### config.mk
export PLATFORM = sky130hd
export DESIGN_NAME = midpoint_circle_point_generator_unit
export DESIGN_NICKNAME = d
export VERILOG_FILES = /design/src/rtl/mcpg_pkg.sv /design/src/rtl/mcpg_step.sv /design/src/rtl/mcpg_emit.sv /design/src/rtl/midpoint_circle_point_generator_unit.sv
export SDC_FILE = /design/constraint.sdc
export NUM_CORES = 1
export LEC_CHECK = 0
export ABC_AREA = 1
export BUFFER_PORTS_ARGS = -buffer_cell sky130_fd_sc_hd__buf_2
export CAP_MARGIN = 40
export CELL_PAD_IN_SITES_DETAIL_PLACEMENT = 2
export CELL_PAD_IN_SITES_GLOBAL_PLACEMENT = 2
export CORE_UTILIZATION = 34
export DETAILED_ROUTE_END_ITERATION = 10
export GPL_ROUTABILITY_DRIVEN = 0
export MAX_ROUTING_LAYER = met4
export PLACE_DENSITY = 0.8
export RECOVER_POWER = 100
export SYNTH_ARGS = -nofsm -noshare
export SYNTH_HDL_FRONTEND = slang
export SYNTH_SLANG_ARGS = --single-unit
### constraint.sdc
create_clock -name aclk -period 5.8 [get_ports aclk]
set_clock_uncertainty 0.15 [all_clocks]
set_input_delay 1.16 -clock aclk [delete_from_list [all_inputs] [get_ports aclk]]
set_output_delay 1.16 -clock aclk [all_outputs]
set_load 0.01 [all_outputs]
### src/rtl/mcpg_pkg.sv
// ----------------------------------------------------------------------------
// mcpg_pkg
// Shared widths, types and command codes for the midpoint circle point
// generator.
// ----------------------------------------------------------------------------
`default_nettype none

package mcpg_pkg;

    localparam int RADIUS_BITS  = 14;
    localparam int COORD_BITS   = 16;
    localparam int CENTER_BITS  = COORD_BITS - 1;
    localparam int DEC_BITS     = RADIUS_BITS + 4;
    // next x / next y need one bit of headroom plus a sign bit
    localparam int STEP_BITS    = RADIUS_BITS + 2;
    localparam int PTS_PER_STEP = 8;
    localparam int IDX_BITS     = $clog2(PTS_PER_STEP);

    typedef enum logic {
        CMD_START   = 1'b0,
        CMD_ADVANCE = 1'b1
    } cmd_t;

    typedef logic [RADIUS_BITS-1:0]        offset_t;
    typedef logic signed [CENTER_BITS-1:0] center_t;
    typedef logic signed [COORD_BITS-1:0]  coord_t;
    typedef logic signed [DEC_BITS-1:0]    dec_t;
    typedef logic [IDX_BITS-1:0]           pt_idx_t;

    // One octant step handed from the stepper to the point emitter
    typedef struct packed {
        offset_t x;
        offset_t y;
        center_t cx;
        center_t cy;
        logic    done;
    } step_snap_t;

    localparam pt_idx_t LAST_IDX = pt_idx_t'(PTS_PER_STEP - 1);

endpackage

`default_nettype wire

### src/rtl/mcpg_step.sv
// ----------------------------------------------------------------------------
// mcpg_step
// Circle state and midpoint decision update; captures each step's octant
// point and center into a one-entry holding register for the emitter.
// ----------------------------------------------------------------------------
`default_nettype none

module mcpg_step
    import mcpg_pkg::*;
(
    input  wire logic       aclk,
    input  wire logic       aresetn,
    input  wire logic       s_valid,
    output logic            s_ready,
    input  wire logic [0:0] s_cmd,
    input  wire center_t    s_center_x,
    input  wire center_t    s_center_y,
    input  wire offset_t    s_radius,
    output logic            snap_valid,
    input  wire logic       snap_take,
    output step_snap_t      snap
);

    offset_t    octant_x_reg, octant_x_next;
    offset_t    octant_y_reg, octant_y_next;
    dec_t       decision_reg, decision_next;
    center_t    origin_x_reg, origin_x_next;
    center_t    origin_y_reg, origin_y_next;
    logic       active_reg,   active_next;
    logic       pend_valid_reg, pend_valid_next;
    step_snap_t pend_reg,       pend_next;

    logic                        accept;
    logic                        start;
    logic                        produce;
    offset_t                     x_cur;
    offset_t                     y_cur;
    dec_t                        d_cur;
    center_t                     cx_cur;
    center_t                     cy_cur;
    logic                        d_pos;
    logic signed [STEP_BITS-1:0] nx;
    logic signed [STEP_BITS-1:0] ny;
    logic signed [STEP_BITS-1:0] term;
    dec_t                        nd;
    logic                        done;

    assign s_ready    = !pend_valid_reg || snap_take;
    assign accept     = s_valid && s_ready;
    assign snap_valid = pend_valid_reg;
    assign snap       = pend_reg;

    always_comb begin
        start   = (cmd_t'(s_cmd) == CMD_START);
        produce = start || active_reg;
        x_cur   = start ? s_radius : octant_x_reg;
        y_cur   = start ? '0 : octant_y_reg;
        d_cur   = start ? (dec_t'(1) - dec_t'(s_radius)) : decision_reg;
        cx_cur  = start ? s_center_x : origin_x_reg;
        cy_cur  = start ? s_center_y : origin_y_reg;

        d_pos = !d_cur[DEC_BITS-1] && (d_cur != '0);
        ny    = STEP_BITS'(y_cur) + STEP_BITS'(1);
        nx    = STEP_BITS'(x_cur) - (d_pos ? STEP_BITS'(1) : STEP_BITS'(0));
        term  = d_pos ? (ny - nx) : ny;
        nd    = d_cur + (dec_t'(term) <<< 1) + dec_t'(1);
        done  = ny > nx;
    end

    always_comb begin
        octant_x_next   = octant_x_reg;
        octant_y_next   = octant_y_reg;
        decision_next   = decision_reg;
        origin_x_next   = origin_x_reg;
        origin_y_next   = origin_y_reg;
        active_next     = active_reg;
        pend_valid_next = pend_valid_reg && !snap_take;
        pend_next       = pend_reg;
        if (accept && produce) begin
            octant_x_next   = nx[RADIUS_BITS-1:0];
            octant_y_next   = ny[RADIUS_BITS-1:0];
            decision_next   = nd;
            origin_x_next   = cx_cur;
            origin_y_next   = cy_cur;
            active_next     = !done;
            pend_valid_next = 1'b1;
            pend_next.x     = x_cur;
            pend_next.y     = y_cur;
            pend_next.cx    = cx_cur;
            pend_next.cy    = cy_cur;
            pend_next.done  = done;
        end
    end

    always_ff @(posedge aclk) begin
        if (!aresetn) begin
            octant_x_reg   <= '0;
            octant_y_reg   <= '0;
            decision_reg   <= '0;
            origin_x_reg   <= '0;
            origin_y_reg   <= '0;
            active_reg     <= 1'b0;
            pend_valid_reg <= 1'b0;
        end else begin
            octant_x_reg   <= octant_x_next;
            octant_y_reg   <= octant_y_next;
            decision_reg   <= decision_next;
            origin_x_reg   <= origin_x_next;
            origin_y_reg   <= origin_y_next;
            active_reg     <= active_next;
            pend_valid_reg <= pend_valid_next;
        end
    end

    always_ff @(posedge aclk) begin
        pend_reg <= pend_next;
    end

endmodule

`default_nettype wire

### src/rtl/mcpg_emit.sv
// ----------------------------------------------------------------------------
// mcpg_emit
// Walks the eight symmetric points of one step and drives the registered
// result channel.
// ----------------------------------------------------------------------------
`default_nettype none

module mcpg_emit
    import mcpg_pkg::*;
(
    input  wire logic       aclk,
    input  wire logic       aresetn,
    input  wire logic       snap_valid,
    output logic            snap_take,
    input  wire step_snap_t snap,
    output logic            m_valid,
    input  wire logic       m_ready,
    output coord_t          m_point_x,
    output coord_t          m_point_y,
    output logic            m_step_last,
    output logic            m_circle_done
);

    step_snap_t cur_reg,   cur_next;
    logic       busy_reg,  busy_next;
    pt_idx_t    idx_reg,   idx_next;
    logic       m_valid_reg, m_valid_next;
    coord_t     px_reg,    px_next;
    coord_t     py_reg,    py_next;
    logic       last_reg,  last_next;
    logic       done_reg,  done_next;

    logic    adv;
    logic    at_last;
    offset_t a_off;
    offset_t b_off;
    coord_t  cx_w;
    coord_t  cy_w;

    assign m_valid       = m_valid_reg;
    assign m_point_x     = px_reg;
    assign m_point_y     = py_reg;
    assign m_step_last   = last_reg;
    assign m_circle_done = done_reg;

    assign adv       = busy_reg && (!m_valid_reg || m_ready);
    assign at_last   = (idx_reg == LAST_IDX);
    assign snap_take = snap_valid && (!busy_reg || (adv && at_last));

    // idx[2] swaps x/y, idx[1] negates the x term, idx[0] the y term
    always_comb begin
        a_off = idx_reg[2] ? cur_reg.y : cur_reg.x;
        b_off = idx_reg[2] ? cur_reg.x : cur_reg.y;
        cx_w  = coord_t'(cur_reg.cx);
        cy_w  = coord_t'(cur_reg.cy);
    end

    always_comb begin
        cur_next     = cur_reg;
        busy_next    = busy_reg;
        idx_next     = idx_reg;
        m_valid_next = m_valid_reg && !m_ready;
        px_next      = px_reg;
        py_next      = py_reg;
        last_next    = last_reg;
        done_next    = done_reg;
        if (adv) begin
            m_valid_next = 1'b1;
            px_next      = idx_reg[1] ? (cx_w - coord_t'(a_off)) : (cx_w + coord_t'(a_off));
            py_next      = idx_reg[0] ? (cy_w - coord_t'(b_off)) : (cy_w + coord_t'(b_off));
            last_next    = at_last;
            done_next    = at_last && cur_reg.done;
            idx_next     = idx_reg + pt_idx_t'(1);
            if (at_last) begin
                busy_next = 1'b0;
            end
        end
        if (snap_take) begin
            cur_next  = snap;
            busy_next = 1'b1;
            idx_next  = '0;
        end
    end

    always_ff @(posedge aclk) begin
        if (!aresetn) begin
            busy_reg    <= 1'b0;
            idx_reg     <= '0;
            m_valid_reg <= 1'b0;
        end else begin
            busy_reg    <= busy_next;
            idx_reg     <= idx_next;
            m_valid_reg <= m_valid_next;
        end
    end

    always_ff @(posedge aclk) begin
        cur_reg  <= cur_next;
        px_reg   <= px_next;
        py_reg   <= py_next;
        last_reg <= last_next;
        done_reg <= done_next;
    end

endmodule

`default_nettype wire

### src/rtl/midpoint_circle_point_generator_unit.sv
// ----------------------------------------------------------------------------
// midpoint_circle_point_generator_unit
// Midpoint circle rasterizer with eight-way symmetry, valid/ready channels.
// ----------------------------------------------------------------------------
// A start beat (cmd 0) loads center and radius; it and every advance beat
// (cmd 1) produce eight result beats, the symmetric points of the current
// octant point, the eighth flagged step_last and, on the final step of the
// circle, circle_done. An advance with no circle running is taken and
// produces nothing. Results leave at one beat per cycle while m_ready is
// high, set by the one-point-per-cycle result register, and stall while
// it is low. An accepted beat passes the holding register, the emitter's
// step register and the result register; one step waits in the holding
// register while the previous one drains, so input and output overlap.
`default_nettype none

module midpoint_circle_point_generator_unit
    import mcpg_pkg::*;
(
    input  wire logic       aclk,
    input  wire logic       aresetn,
    input  wire logic       s_valid,
    output logic            s_ready,
    input  wire logic [0:0] s_cmd,
    input  wire center_t    s_center_x,
    input  wire center_t    s_center_y,
    input  wire offset_t    s_radius,
    output logic            m_valid,
    input  wire logic       m_ready,
    output coord_t          m_point_x,
    output coord_t          m_point_y,
    output logic            m_step_last,
    output logic            m_circle_done
);

    logic       snap_valid;
    logic       snap_take;
    step_snap_t snap;

    mcpg_step u_step (
        .aclk       (aclk),
        .aresetn    (aresetn),
        .s_valid    (s_valid),
        .s_ready    (s_ready),
        .s_cmd      (s_cmd),
        .s_center_x (s_center_x),
        .s_center_y (s_center_y),
        .s_radius   (s_radius),
        .snap_valid (snap_valid),
        .snap_take  (snap_take),
        .snap       (snap)
    );

    mcpg_emit u_emit (
        .aclk          (aclk),
        .aresetn       (aresetn),
        .snap_valid    (snap_valid),
        .snap_take     (snap_take),
        .snap          (snap),
        .m_valid       (m_valid),
        .m_ready       (m_ready),
        .m_point_x     (m_point_x),
        .m_point_y     (m_point_y),
        .m_step_last   (m_step_last),
        .m_circle_done (m_circle_done)
    );

    // done only rides on the closing beat of a step
    a_done_on_last: assert property (@(posedge aclk) disable iff (!aresetn)
        m_valid && m_circle_done |-> m_step_last)
        else $error("circle_done without step_last");

    // the eight beats of a step leave back to back once the sink takes them
    a_step_burst: assert property (@(posedge aclk) disable iff (!aresetn)
        m_valid && m_ready && !m_step_last |=> m_valid)
        else $error("gap inside a step");

    // input stalls only while the holding register is full and not being drained
    a_hold_full: assert property (@(posedge aclk) disable iff (!aresetn)
        !s_ready |-> snap_valid && !snap_take)
        else $error("input stalled with free holding register");

endmodule

`default_nettype wire

Word level (Yosys, flattened, before mapping)
Cells that the tools add are included.
Storage, ports and cells
  register bits after elaboration: 235
Cells by class
  bitwise gates (word level): 2
  eq/ne operators: 1
  mux-type cells: 16
  order comparisons: 1
  reductions and logical operators: 25
  add/sub/neg operators: 11
Operators by type and width (number)
  two-way mux 14 bit: 4
  two-way mux 16 bit: 3
  adder 15 x 15 -> 16 bit: 2
  subtractor 15 x 15 -> 16 bit: 2
  two-way mux 15 bit: 2
  adder 18 x 17 -> 18 bit: 1
  adder 18 x 2 -> 18 bit, second input constant: 1
  two-way mux 18 bit: 1
  nonzero test 18 bit: 1
  > comparator 16 bit: 1
  subtractor 14 x 16 -> 16 bit: 1
  subtractor 16 bit: 1
  adder 14 x 1 -> 15 bit, second input constant: 1
  subtractor 1 x 14 -> 15 bit, first input constant: 1
  logical AND 1 bit: 9
  logical NOT 1 bit: 7
  two-way mux 1 bit: 6
  logical OR 1 bit: 4
  nonzero test 2 bit: 2
  adder 3 x 1 -> 3 bit, second input constant: 1
  == test 3 bit, second input constant: 1
  inverter 1 bit: 2
  AND reduction 2 bit: 1
  OR reduction 2 bit: 1

Logic depth before layout (Yosys ltp)
Gate-level depths: netlist of the first run.
  depth in word-level cells: 10
  depth in mapped cells: 44

Hierarchy
A second synthesis of the first run with hierarchy kept.
Second synthesis, totals
  cells, all modules: 1801
  area total of the unflattened synthesis: 14281.2 sq um
Modules (own cells, without submodules)
  mcpg_step: area each 8300.5 sq um, cells an instance 1124, seq. area each 3333.2 sq um, instances 1
  mcpg_emit: area each 5980.7 sq um, cells an instance 677, seq. area each 2892.8 sq um, instances 1

Worst setup path before layout of the first run
OpenSTA, ideal clock, no wires.
  path kind: input-to-reg
  from: input s_radius[1]
  to: register u_step.decision_reg[15]
  required time: 5.541 ns
  path slack: -0.385 ns
  arrival time: 5.926 ns
  setup time: 0.109 ns
  stages on the path: 40
  cells stage by stage: inv_1 ha_1 nand2_1 inv_1 nand2_1 nand3_1 nand3_1 nor2_1 nand2_1 nor2_1 nand4_1 nand2_1 inv_2 buf_2 ha_1 ha_1 or2_2 nand2_1 (+4 left out) nand4_1 nand3_1 xor2_1 o21ai_0 ha_1 nand2_1 nor2_1 a211oi_1 o21ai_2 nand3_1 o21bai_1 nand2_1 nand3_1 o21ai_1 or2_0 nand3_1 nand2_1 inv_1
On the way
  cells in the longest elaborated chain, start to end: 10
Ends and longest elaborated chain
  start, declared: RTL line midpoint_circle_point_generator_unit.sv:26  | input wire offset_t s_radius,
  subtractor 1 x 14 -> 15 bit: RTL line mcpg_step.sv:58  | d_cur = start ? (dec_t'(1) - dec_t'(s_radius)) : decision_reg;
  two-way mux 18 bit: RTL line mcpg_step.sv:58
  nonzero test 18 bit or logical NOT 1 bit (tied branches): RTL line mcpg_step.sv:62  | d_pos = !d_cur[DEC_BITS-1] && (d_cur != '0);
  logical AND 1 bit: RTL line mcpg_step.sv:62
  two-way mux 1 bit: RTL line mcpg_step.sv:64  | nx = STEP_BITS'(x_cur) - (d_pos ? STEP_BITS'(1) : STEP_BITS'(0));
  subtractor 14 x 16 -> 16 bit: RTL line mcpg_step.sv:64
  subtractor 16 bit: RTL line mcpg_step.sv:65  | term = d_pos ? (ny - nx) : ny;
  two-way mux 16 bit: RTL line mcpg_step.sv:65
  adder 18 x 17 -> 18 bit *: RTL line mcpg_step.sv:66  | nd = d_cur + (dec_t'(term) <<< 1) + dec_t'(1);
  adder 18 x 2 -> 18 bit *: RTL line mcpg_step.sv:66
  end signal, assigned: RTL line mcpg_step.sv:107  | decision_reg <= decision_next;
  end, declared: RTL line mcpg_step.sv:26  | dec_t decision_reg, decision_next;
Mark *: on every way between the ends. The rest lies on a longest branch, timed or not.
A chain may end at the register's enable or synchronous reset.

Worst setup path after layout of the first run
  from: input s_radius[4]
  to: register u_step.decision_reg[17]
Same word-level chain as after synthesis.

==> reports/metrics.yaml, run 1 <==
outcome:
  run_status: "complete, but fails checks"
  failed_checks: "negative setup slack"
critical_path:
  crit_top_cell: "sky130_fd_sc_hd__nand2_2"
  number_of_buffer_and_inverter_instances_along_the_worst_setup_path: 9
  critical_path_required_ns: 6.11
  timing.critical_path.slowest_cell_delay_ns: 0.41
  worstPathArrival_ns: 6.59
  crit_fanout: 4
  reg2reg_setup_slack_ns: 0.19
  setup.worst_path.start_class: "input port"
  timing.critical_path.slowest_stage_cell: "sky130_fd_sc_hd__ha_1"
  setup.worst_path.end_class: "flip-flop"
  critical_path_type: "in -> reg"
  critical-path-top-delay-family: "simple AND/OR/NAND/NOR gates"
pwr:
  vdd_ir_drop_max_mv: 0.210
  report.power.total_w: 0.00529
  p_leak_nw: 8.05
  power.density_cell_area_nw_per_um2: 295
placement:
  placed_cells_incl_taps: 2345
  port_buffers: 84
  place_hpwl_um: 35000
  preCtsSetupSlack_ns: -1.07
  dpl_cell_area_sq_um: 15800
drt:
  vias_per_cell: 5.27
  wl_met1_um: 22500
  highest_layer: "met4"
  route.vias.total: 12900
  totalWireLength_um: 57900
  ant_nets_after_route: 0
  post_route_drc: 0
  dr.pass1.iters: 4
  dr_wl_met3_um: 1430
  avgRoutedWirePerCell_um: 23.7
  initialDrtViolationCount: 539
  met2WireLength_um: 31700
yosys:
  yosysTopAreaCellShare_pct: 34.0
  synth_top_flop_cell: "sky130_fd_sc_hd__edfxtp_1"
  post_synth_main_area_contributors: "sky130_fd_sc_hd__edfxtp_1, sky130_fd_sc_hd__dfxtp_1, sky130_fd_sc_hd__nand2_1"
  nets_in_the_synthesized_netlist: 1722
  yosysWarnings: 0
  ys_ff_latch: 235
  synth-async-reset-ratio_pct: 0
  number_of_library_cell_types_mapped_by_synthesis: 52
  synth_sequential_area_ratio_pct: 46.4
  syn_area_sq_um: 13400
  post_synth_edffs: 152
  synthesis.instances: 1603
  synth.largest_area_cell: "sky130_fd_sc_hd__edfxtp_1"
  syn_area_per_cell_sq_um: 8.38
floorplanning:
  initial_core_util_pct: 34.6
  dieArea_sq_um: 40300
  dieWidth_um: 201
  fp-row-count: 72
  core-area_sq_um: 38800
  io_pins: 85
  chipHeight_um: 201
cts:
  cts_buffers: 28
  cts_root_buffer: "sky130_fd_sc_hd__clkbuf_16"
  cts_buffer_depth: 3
  clock_insertion_delay_worst_skew_ns: 0.56
  clkSinkCount: 235
  clock_tree_from_tritoncts: "built"
  h-tree-depth: 1
  path_clk_slew_ns: 0.07
layout:
  nets: 2026
  number_of_standard_cells_in_the_final_layout_excluding_fillers: 2447
  final_area_sq_um: 17900
  layout-drive-gt1-share_pct: 28.8
  syn_to_final_growth_pct: 33.4
  antenna-diode-count: 0
timing:
  final.period_utilization_pct: 108
  finalSetupViolCount: 9
  fmax_ghz: 0.159
  final_critical_path_setup_slack_ns: -0.479
  maxSlewViolCount: 0
  fin_hold_ws_ns: 0.262
  tightest_slew_ns: 1.47
  hold_fails_final_rpt: 0
  post-route-min-period_ns: 6.28
  grt_setup_unrepaired: "yes"
  timing.slew.headroom_pct: 1.90
job:
  max_cap_viol_count: 0
grt:
  number_of_antenna_violations_at_the_first_check_in_global_routing: 0
  congestion_overflow_gr: 0
  grt_max_degree: 73
  grt_pass1_vias: 14400
  globalRouteTotalUtil_pct: 26.7
  global_route_wire_length_before_repair_um: 81600
hold_path:
  min_path_type: "reg -> reg"
-- cells by family after synthesis --
family | share of synthesized area (%)
simple gates | 17.5
compound gates | 14.8
buf+inv | 8.61
flops | 46.4
xor+xnor | 5.94
fa+ha+maj | 6.75
-- cell type report --
cell class                      instances  area, sq um
Clock buffer                           32          737
Fill cell                            4168        20900
Multi-Input combinational cell       1079         6820
Tap cell                              518          648
Timing Repair Buffer                  325         2400
Clock inverter                         20          164
Sequential cell                       235         6230
Inverter                              238          921
-- synthesized netlist by cell type, types with 4 or more instances --
master / n
sky130_fd_sc_hd__nand2_2: 17
sky130_fd_sc_hd__o21ai_0: 157
sky130_fd_sc_hd__nand2_1: 311
sky130_fd_sc_hd__xor2_1: 70
sky130_fd_sc_hd__buf_6: 5
sky130_fd_sc_hd__nor2_2: 6
sky130_fd_sc_hd__dfxtp_1: 83
sky130_fd_sc_hd__clkbuf_1: 28
sky130_fd_sc_hd__nor2_1: 103
sky130_fd_sc_hd__inv_1: 229
sky130_fd_sc_hd__nand3_1: 70
sky130_fd_sc_hd__inv_2: 6
sky130_fd_sc_hd__ha_1: 66
sky130_fd_sc_hd__o21a_1: 5
sky130_fd_sc_hd__a31oi_1: 7
sky130_fd_sc_hd__fa_1: 4
sky130_fd_sc_hd__o21ai_2: 6
sky130_fd_sc_hd__o21bai_1: 8
sky130_fd_sc_hd__a21oi_1: 137
sky130_fd_sc_hd__a211oi_1: 5
sky130_fd_sc_hd__edfxtp_1: 152
sky130_fd_sc_hd__nand4_1: 15
sky130_fd_sc_hd__xnor2_1: 21
sky130_fd_sc_hd__o21ai_1: 8
sky130_fd_sc_hd__a21o_1: 5
sky130_fd_sc_hd__o211ai_1: 7
sky130_fd_sc_hd__nor3_1: 14
sky130_fd_sc_hd__buf_2: 13
sky130_fd_sc_hd__o31ai_1: 6
-- worst paths after layout --
check	startpoint	end	cells after the start
max	s_radius[4]	u_step.decision_reg[17]	41
min	u_step.snap[54]	u_emit.cur_reg[54]	0
max reg2reg	u_step.decision_reg[0]	u_step.decision_reg[17]	36
min reg2reg	u_step.snap[54]	u_emit.cur_reg[54]	0
-- cell usage in the layout (no fill, tap or decap), types with 16 or more instances in the layout --
master | netlist | routed
sky130_fd_sc_hd__nor2_1 | 103 | 83
sky130_fd_sc_hd__nand3_1 | 70 | 48
sky130_fd_sc_hd__clkbuf_16 | 0 | 29
sky130_fd_sc_hd__dfxtp_1 | 83 | 83
sky130_fd_sc_hd__o21ai_2 | 6 | 19
sky130_fd_sc_hd__xnor2_1 | 21 | 20
sky130_fd_sc_hd__a21oi_1 | 137 | 120
sky130_fd_sc_hd__o21ai_0 | 157 | 136
sky130_fd_sc_hd__buf_2 | 13 | 78
sky130_fd_sc_hd__a21oi_2 | 1 | 16
sky130_fd_sc_hd__buf_4 | 1 | 219
sky130_fd_sc_hd__nand3_2 | 3 | 18
sky130_fd_sc_hd__xor2_1 | 70 | 68
sky130_fd_sc_hd__nand2_2 | 17 | 41
sky130_fd_sc_hd__inv_1 | 229 | 213
sky130_fd_sc_hd__nand2_1 | 311 | 283
sky130_fd_sc_hd__edfxtp_1 | 152 | 152
sky130_fd_sc_hd__ha_1 | 66 | 56
-- worst reg2reg max path, delay by kind of cell (launching register included) --
family,cells,cell delay (ns)
buf+inv,7,0.65
flops,1,0.32
simple gates,19,2.26
fa+ha+maj,4,1.04
xor+xnor,1,0.20
compound gates,5,0.89
-- power breakdown --
part / internal (W) / switching (W)
logic: 0.000619 / 0.000902
registers: 0.00193 / 0.0000618
clock network: 0.00100 / 0.000772
total: 0.00355 / 0.00174
-- repair_timing --
item | in CTS | in global routing
pin swaps | 61 | 77
hold buffers | 0 | 0
endpoints found under the hold margin | 0 | 0
endpoints found under the setup margin | 9 | 10
setup buffers | 27 | 22
gates resized for setup | 96 | 113
-- metal layers --
metal / vias to the layer above / GRT usage, %
met5: - / -
met4: 0 / 11.2
met3: 147 / 3.34
met2: 262 / 49.6
met1: 6539 / 28.4
li1: 5936 / -
-- per-stage QoR --
step / TNS, ns / utilization, %
6_report: -2.87 / 46.1
5_1_grt: -5.26 / 46.1
4_1_cts: -0.0162 / 44.5
3_5_place_dp: -9.35 / 40.8
3_3_place_gp: -7.00 / 40.7
2_1_floorplan: -0.0137 / -
No activity file was read; power rests on OpenSTA's default activity.
==> run 2: changes to the inputs <==
BUFFER_PORTS_ARGS = unset   (was -buffer_cell sky130_fd_sc_hd__buf_2)
CORE_UTILIZATION = 35   (was 34)
DONT_BUFFER_PORTS = 1   (was unset)
PLACE_DENSITY = 0.78   (was 0.8)
==> run 2 against run 1 <==
Critical path depth fell by 5. Die area fell by 2.8%. Cell area fell by 6.8%. Fmax rose by 8.6%. Worst hold slack improved by 0.0056 ns. Combinational power fell by 18%. Count of clock-buffer cells in the layout rose by 2. Non-clock buffer count fell by 162. Clock power rose by 7%. Cell count fell by 6.9%. Wire length fell by 17%. The flow now finishes without violations. Via count fell by 8.2%.
==> reports/metrics.yaml, run 2 (synthesis gave the netlist of run 1 again) <==
layout:
  antenna-diode-count: 0
  layout.cells.most_common_list: "sky130_fd_sc_hd__nand2_1, sky130_fd_sc_hd__inv_1, sky130_fd_sc_hd__buf_4"
  layout-drive-gt1-share_pct: 19.9
  leading_cell_type_in_the_layout_fill_and_taps_excluded: "sky130_fd_sc_hd__nand2_1"
  final_core_density_pct: 44.3
  num-fill-cells: 4166
  nets: 1864
  syn_to_final_growth_pct: 24.4
critical_path:
  crit_top_cell: "sky130_fd_sc_hd__nand3_2"
  worstPathArrival_ns: 6.11
  rr_worst_depth: 36
  timing.critical_path.slowest_cell_delay_ns: 0.37
  timing.critical_path.slowest_stage_cell: "sky130_fd_sc_hd__ha_1"
  crit_fanout: 5
  critical_path_type: "in -> reg"
  reg2reg_setup_slack_ns: 0.51
  setup.worst_path.start_class: "input port"
  worst_r2r_endpoint: "u_step.decision_reg[15]"
  setup.worst_path.end_class: "flip-flop"
  regToRegStartpoint: "u_step.decision_reg[0]"
  critical_path_required_ns: 6.13
cts:
  cts_buffers: 28
  clkSinkCount: 235
  h-tree-depth: 1
  cts_buffer_depth: 3
  clock_insertion_delay_worst_skew_ns: 0.59
  clock_tree_from_tritoncts: "built"
  path_clk_slew_ns: 0.06
  cts_root_buffer: "sky130_fd_sc_hd__clkbuf_16"
pwr:
  vdd_ir_drop_max_mv: 0.205
  p_leak_nw: 7.33
  power.density_cell_area_nw_per_um2: 309
outcome:
  run_status: "completed"
floorplanning:
  io_pins: 85
  dieArea_sq_um: 39100
  initial_core_util_pct: 35.6
  chipHeight_um: 198
  dieWidth_um: 198
  core-area_sq_um: 37700
  fp-row-count: 71
drt:
  post_route_drc: 0
  initialDrtViolationCount: 466
  totalWireLength_um: 48000
  vias_per_cell: 5.19
  avgRoutedWirePerCell_um: 21.1
  ant_nets_after_route: 0
  dr.pass1.iters: 5
  highest_layer: "met4"
  route.vias.total: 11800
  wl_met1_um: 19700
  dr_wl_met3_um: 1330
  met2WireLength_um: 25400
timing:
  tightest_slew_ns: 0.783
  timing.slew.headroom_pct: 47.5
  hold_fails_final_rpt: 0
  post-route-min-period_ns: 5.78
  grt_setup_unrepaired: "yes"
  fmax_ghz: 0.173
  final.period_utilization_pct: 99.7
  maxSlewViolCount: 0
  fin_hold_ws_ns: 0.267
  finalSetupViolCount: 0
placement:
  port_buffers: 0
  place_hpwl_um: 33200
grt:
  grt_max_degree: 73
  global_route_wire_length_before_repair_um: 71100
  globalRouteTotalUtil_pct: 23.9
  congestion_overflow_gr: 0
  grt_pass1_vias: 13000
  number_of_antenna_violations_at_the_first_check_in_global_routing: 0
job:
  max_cap_viol_count: 0
hold_path:
  min_path_type: "reg -> reg"
  hold_path_startpoint: "u_step.snap[9]"
  holdPathEnd: "u_emit.cur_reg[9]"
  min_path_cells: 0
==> run 2: cell types whose count changed in the layout (fill, tap and decap cells not counted), sizes merged <==
cell	change
buf	-158
clkinv	-5
bufinv	+3
clkbuf	-2
clkinvlp	+1
inv	-1
==> run 2: worst max-delay path: cells and delay by family <==
kind                     cells  cell delay, ns
AND/OR/NAND/NOR             21            2.50
AO/OA/AOI/OAI                7            1.08
buffers and inverters        3            0.16
XOR/XNOR                     1            0.18
adder cells (fa/ha/maj)      4            1.02
==> run 2: timing repair <==
item                                    in CTS  in global routing
hold buffers                                 0                  0
pin swaps                                    6                 60
resized for setup                           15                111
setup buffers                                5                 17
endpoints found under the setup margin       6                  9
==> run 2: power by group <==
part	internal, W	leakage (nW)	switching (W)
logic	0.000513	4.74	0.000741
clock network	0.00114	0.476	0.000765
registers	0.00193	2.11	0.0000645
total	0.00359	7.33	0.00157
==> run 2: metrics by stage <==
| stage | power (W) | setup TNS, ns | std cells | worst slack (ns) | instance area, sq um |
|---|---|---|---|---|---|
| after floorplan | 0.00267 | -0.0137 | 1603 | -0.0137 | 13500 |
| after global placement | 0.00302 | -4.62 | 2202 | -0.669 | 15000 |
| after detailed placement | 0.00309 | -6.02 | 2204 | -0.824 | 15000 |
| after CTS | 0.00505 | -0.0111 | 2261 | -0.00686 | 16100 |
| after global routing | 0.00537 | -0.991 | 2278 | -0.267 | 16700 |
| final | 0.00516 | 0 | 2278 | 0.0160 | 16700 |
==> run 2: worst max path at each step <==
stage          slack (ns)         from  cells past startpoint                       to
2_1_floorplan       -0.01        s_cmd                     39  u_step.decision_reg[15]
3_3_place_gp        -0.67  s_radius[4]                     36  u_step.decision_reg[16]
3_5_place_dp        -0.82  s_radius[4]                     38  u_step.decision_reg[15]
4_1_cts            -0.007  s_radius[1]                     40  u_step.decision_reg[17]
5_1_grt             -0.27  s_radius[3]                     39  u_step.decision_reg[17]
6_report             0.02  s_radius[4]                     36  u_step.decision_reg[15]
==> run 2: area by class of cell <==
type                       instances  area (sq um)  share of cell area [%]
multi-input combinational       1079          6620                    39.6
sequential                       235          6230                    37.3
timing repair buffer             163          1280                    7.70
tap                              511           639                    3.83
inverter                         238           926                    5.54
clock inverter                    18           259                    1.55
clock buffer                      34           743                    4.45
==> run 2: metal layers <==
metal	track usage (%)	vias to the layer above
li1	-	5603
met1	27.1	5930
met2	44.6	199
met3	2.35	95
met4	6.43	0
met5	-	-
==> run 3: changes to the inputs <==
--- a/constraint.sdc
+++ b/constraint.sdc
@@ -3,3 +3,3 @@
 set_input_delay 1.16 -clock aclk [delete_from_list [all_inputs] [get_ports aclk]]
 set_output_delay 1.16 -clock aclk [all_outputs]
-set_load 0.01 [all_outputs]
+set_load 0.1 [all_outputs]
==> run 3 against run 2 <==
Worst setup slack better by 0.0028 ns. Combinational power is 4% higher. Die area did not move. Highest routed layer unchanged.
==> reports/metrics.yaml, run 3 (synthesis gave the netlist of run 1 again) <==
cts:
  cts_buffers: 28
  path_clk_slew_ns: 0.06
  cts_root_buffer: "sky130_fd_sc_hd__clkbuf_16"
  clkSinkCount: 235
  clock_tree_from_tritoncts: "built"
  clock_insertion_delay_worst_skew_ns: 0.58
  cts_hold_buf: 0
  h-tree-depth: 1
  cts_buffer_depth: 3
timing:
  totalNegativeSetupSlack_ns: 0
  fmax_ghz: 0.173
  post-route-min-period_ns: 5.78
  hold_fails_final_rpt: 0
  tightest_slew_ns: 0.905
  fin_hold_ws_ns: 0.262
  finalSetupViolCount: 0
  maxSlewViolCount: 0
  final.period_utilization_pct: 99.7
  grt_setup_unrepaired: "yes"
  timing.slew.headroom_pct: 39.8
critical_path:
  critPathLaunch: "s_radius[4]"
  timing.critical_path.slowest_stage_cell: "sky130_fd_sc_hd__o311ai_2"
  crit_fanout: 5
  timing.critical_path.to: "u_step.decision_reg[17]"
  critical_path_required_ns: 6.13
  setup.worst_path.end_class: "flip-flop"
  worst_r2r_endpoint: "u_step.decision_reg[17]"
  critical_path_type: "in -> reg"
  crit_top_cell: "sky130_fd_sc_hd__nand2_1"
  worstPathArrival_ns: 6.11
  reg2reg_setup_slack_ns: 0.61
  timing.critical_path.slowest_cell_delay_ns: 0.35
  setup.worst_path.start_class: "input port"
  regToRegStartpoint: "u_step.decision_reg[0]"
  rr_worst_depth: 37
drt:
  dr.pass1.iters: 5
  route.vias.total: 11800
  initialDrtViolationCount: 407
  vias_per_cell: 5.17
  avgRoutedWirePerCell_um: 21.1
  post_route_drc: 0
  ant_nets_after_route: 0
  totalWireLength_um: 48000
hold_path:
  min_path_type: "reg -> reg"
floorplanning:
  chipHeight_um: 198
  io_pins: 85
  fp-row-count: 71
  core-area_sq_um: 37700
  dieWidth_um: 198
  initial_core_util_pct: 35.6
  dieArea_sq_um: 39100
pwr:
  power.density_cell_area_nw_per_um2: 304
  vdd_ir_drop_max_mv: 0.227
  p_leak_nw: 7.31
  report.power.total_w: 0.00510
placement:
  place_hpwl_um: 33800
  dpl_cell_area_sq_um: 15100
  port_buffers: 0
outcome:
  run_status: "completed"
grt:
  global_route_wire_length_before_repair_um: 70700
  globalRouteTotalUtil_pct: 23.8
  congestion_overflow_gr: 0
  number_of_antenna_violations_at_the_first_check_in_global_routing: 0
  grt_max_degree: 79
  grt_pass1_vias: 13000
layout:
  leading_cell_type_in_the_layout_fill_and_taps_excluded: "sky130_fd_sc_hd__nand2_1"
  layout.cells.most_common_list: "sky130_fd_sc_hd__nand2_1, sky130_fd_sc_hd__inv_1, sky130_fd_sc_hd__edfxtp_1"
  syn_to_final_growth_pct: 25.0
  layout-drive-gt1-share_pct: 20.4
  final_area_sq_um: 16800
  antenna-diode-count: 0
  nets: 1864
job:
  max_cap_viol_count: 0
## run 3: changes by cell type in the layout (fill, tap and decap cells not counted), sizes merged
| cell | change |
|---|---|
| clkbuf | +5 |
| bufinv | -4 |
| buf | -2 |
| clkinvlp | +2 |
| inv | -1 |
## run 3: stage by stage
stage                     instances  setup WS, ns  utilization (%)
after CTS                      2260     0.0000333             42.8
final                          2278        0.0188             44.5
after floorplan                1603       -0.0137                -
after global routing           2278        -0.322             44.5
after detailed placement       2204         -1.02             40.2
after global placement         2194        -0.656             39.6
## run 3: final cells by class
cell class,instances,area [sq um]
multi-input combinational,1079,6670
sequential,235,6230
fill,4126,20900
clock buffer,37,776
timing repair buffer,163,1430
tap,511,639
inverter,238,921
clock inverter,15,114
## run 3: timing repair
item                                    CTS  global route
setup buffers                             4            16
resized for setup                        17           121
endpoints found under the setup margin    6             8
pin swaps                                 5            71
## run 3: where the power goes
part | internal [W] | switching [W]
registers | 0.00193 | 0.000147
logic | 0.000527 | 0.000773
clock network | 0.000984 | 0.000740
total | 0.00344 | 0.00166
## run 3: layer usage
metal  part of all wire, %  routed length (um)  GRT usage, %
met1                    42               20000          27.4
met2                    53               25500          43.7
met3                   2.6                1240          2.45
met4                   2.5                1220          6.63
met5                     0                   0             -
## run 3: how the worst min path moves through the flow
stage / cells past startpoint / from / endpoint / slack [ns]
6_report: 0 / u_step.snap[2] / u_emit.cur_reg[2] / 0.26
5_1_grt: 0 / u_step.snap[9] / u_emit.cur_reg[9] / 0.27
4_1_cts: 0 / u_step.snap[2] / u_emit.cur_reg[2] / 0.27
3_5_place_dp: 0 / u_step.snap[1] / u_emit.cur_reg[1] / 0.26
3_3_place_gp: 0 / u_step.snap[53] / u_emit.cur_reg[53] / 0.25
2_1_floorplan: 0 / u_step.snap[0] / u_emit.cur_reg[0] / 0.25
## run 3: critical path: cells and delay by family
| family | cells | cell delay (ns) |
|---|---|---|
| buf+inv | 8 | 0.73 |
| compound gates | 4 | 0.97 |
| xor+xnor | 1 | 0.28 |
| simple gates | 19 | 2.04 |
| fa+ha+maj | 4 | 0.91 |
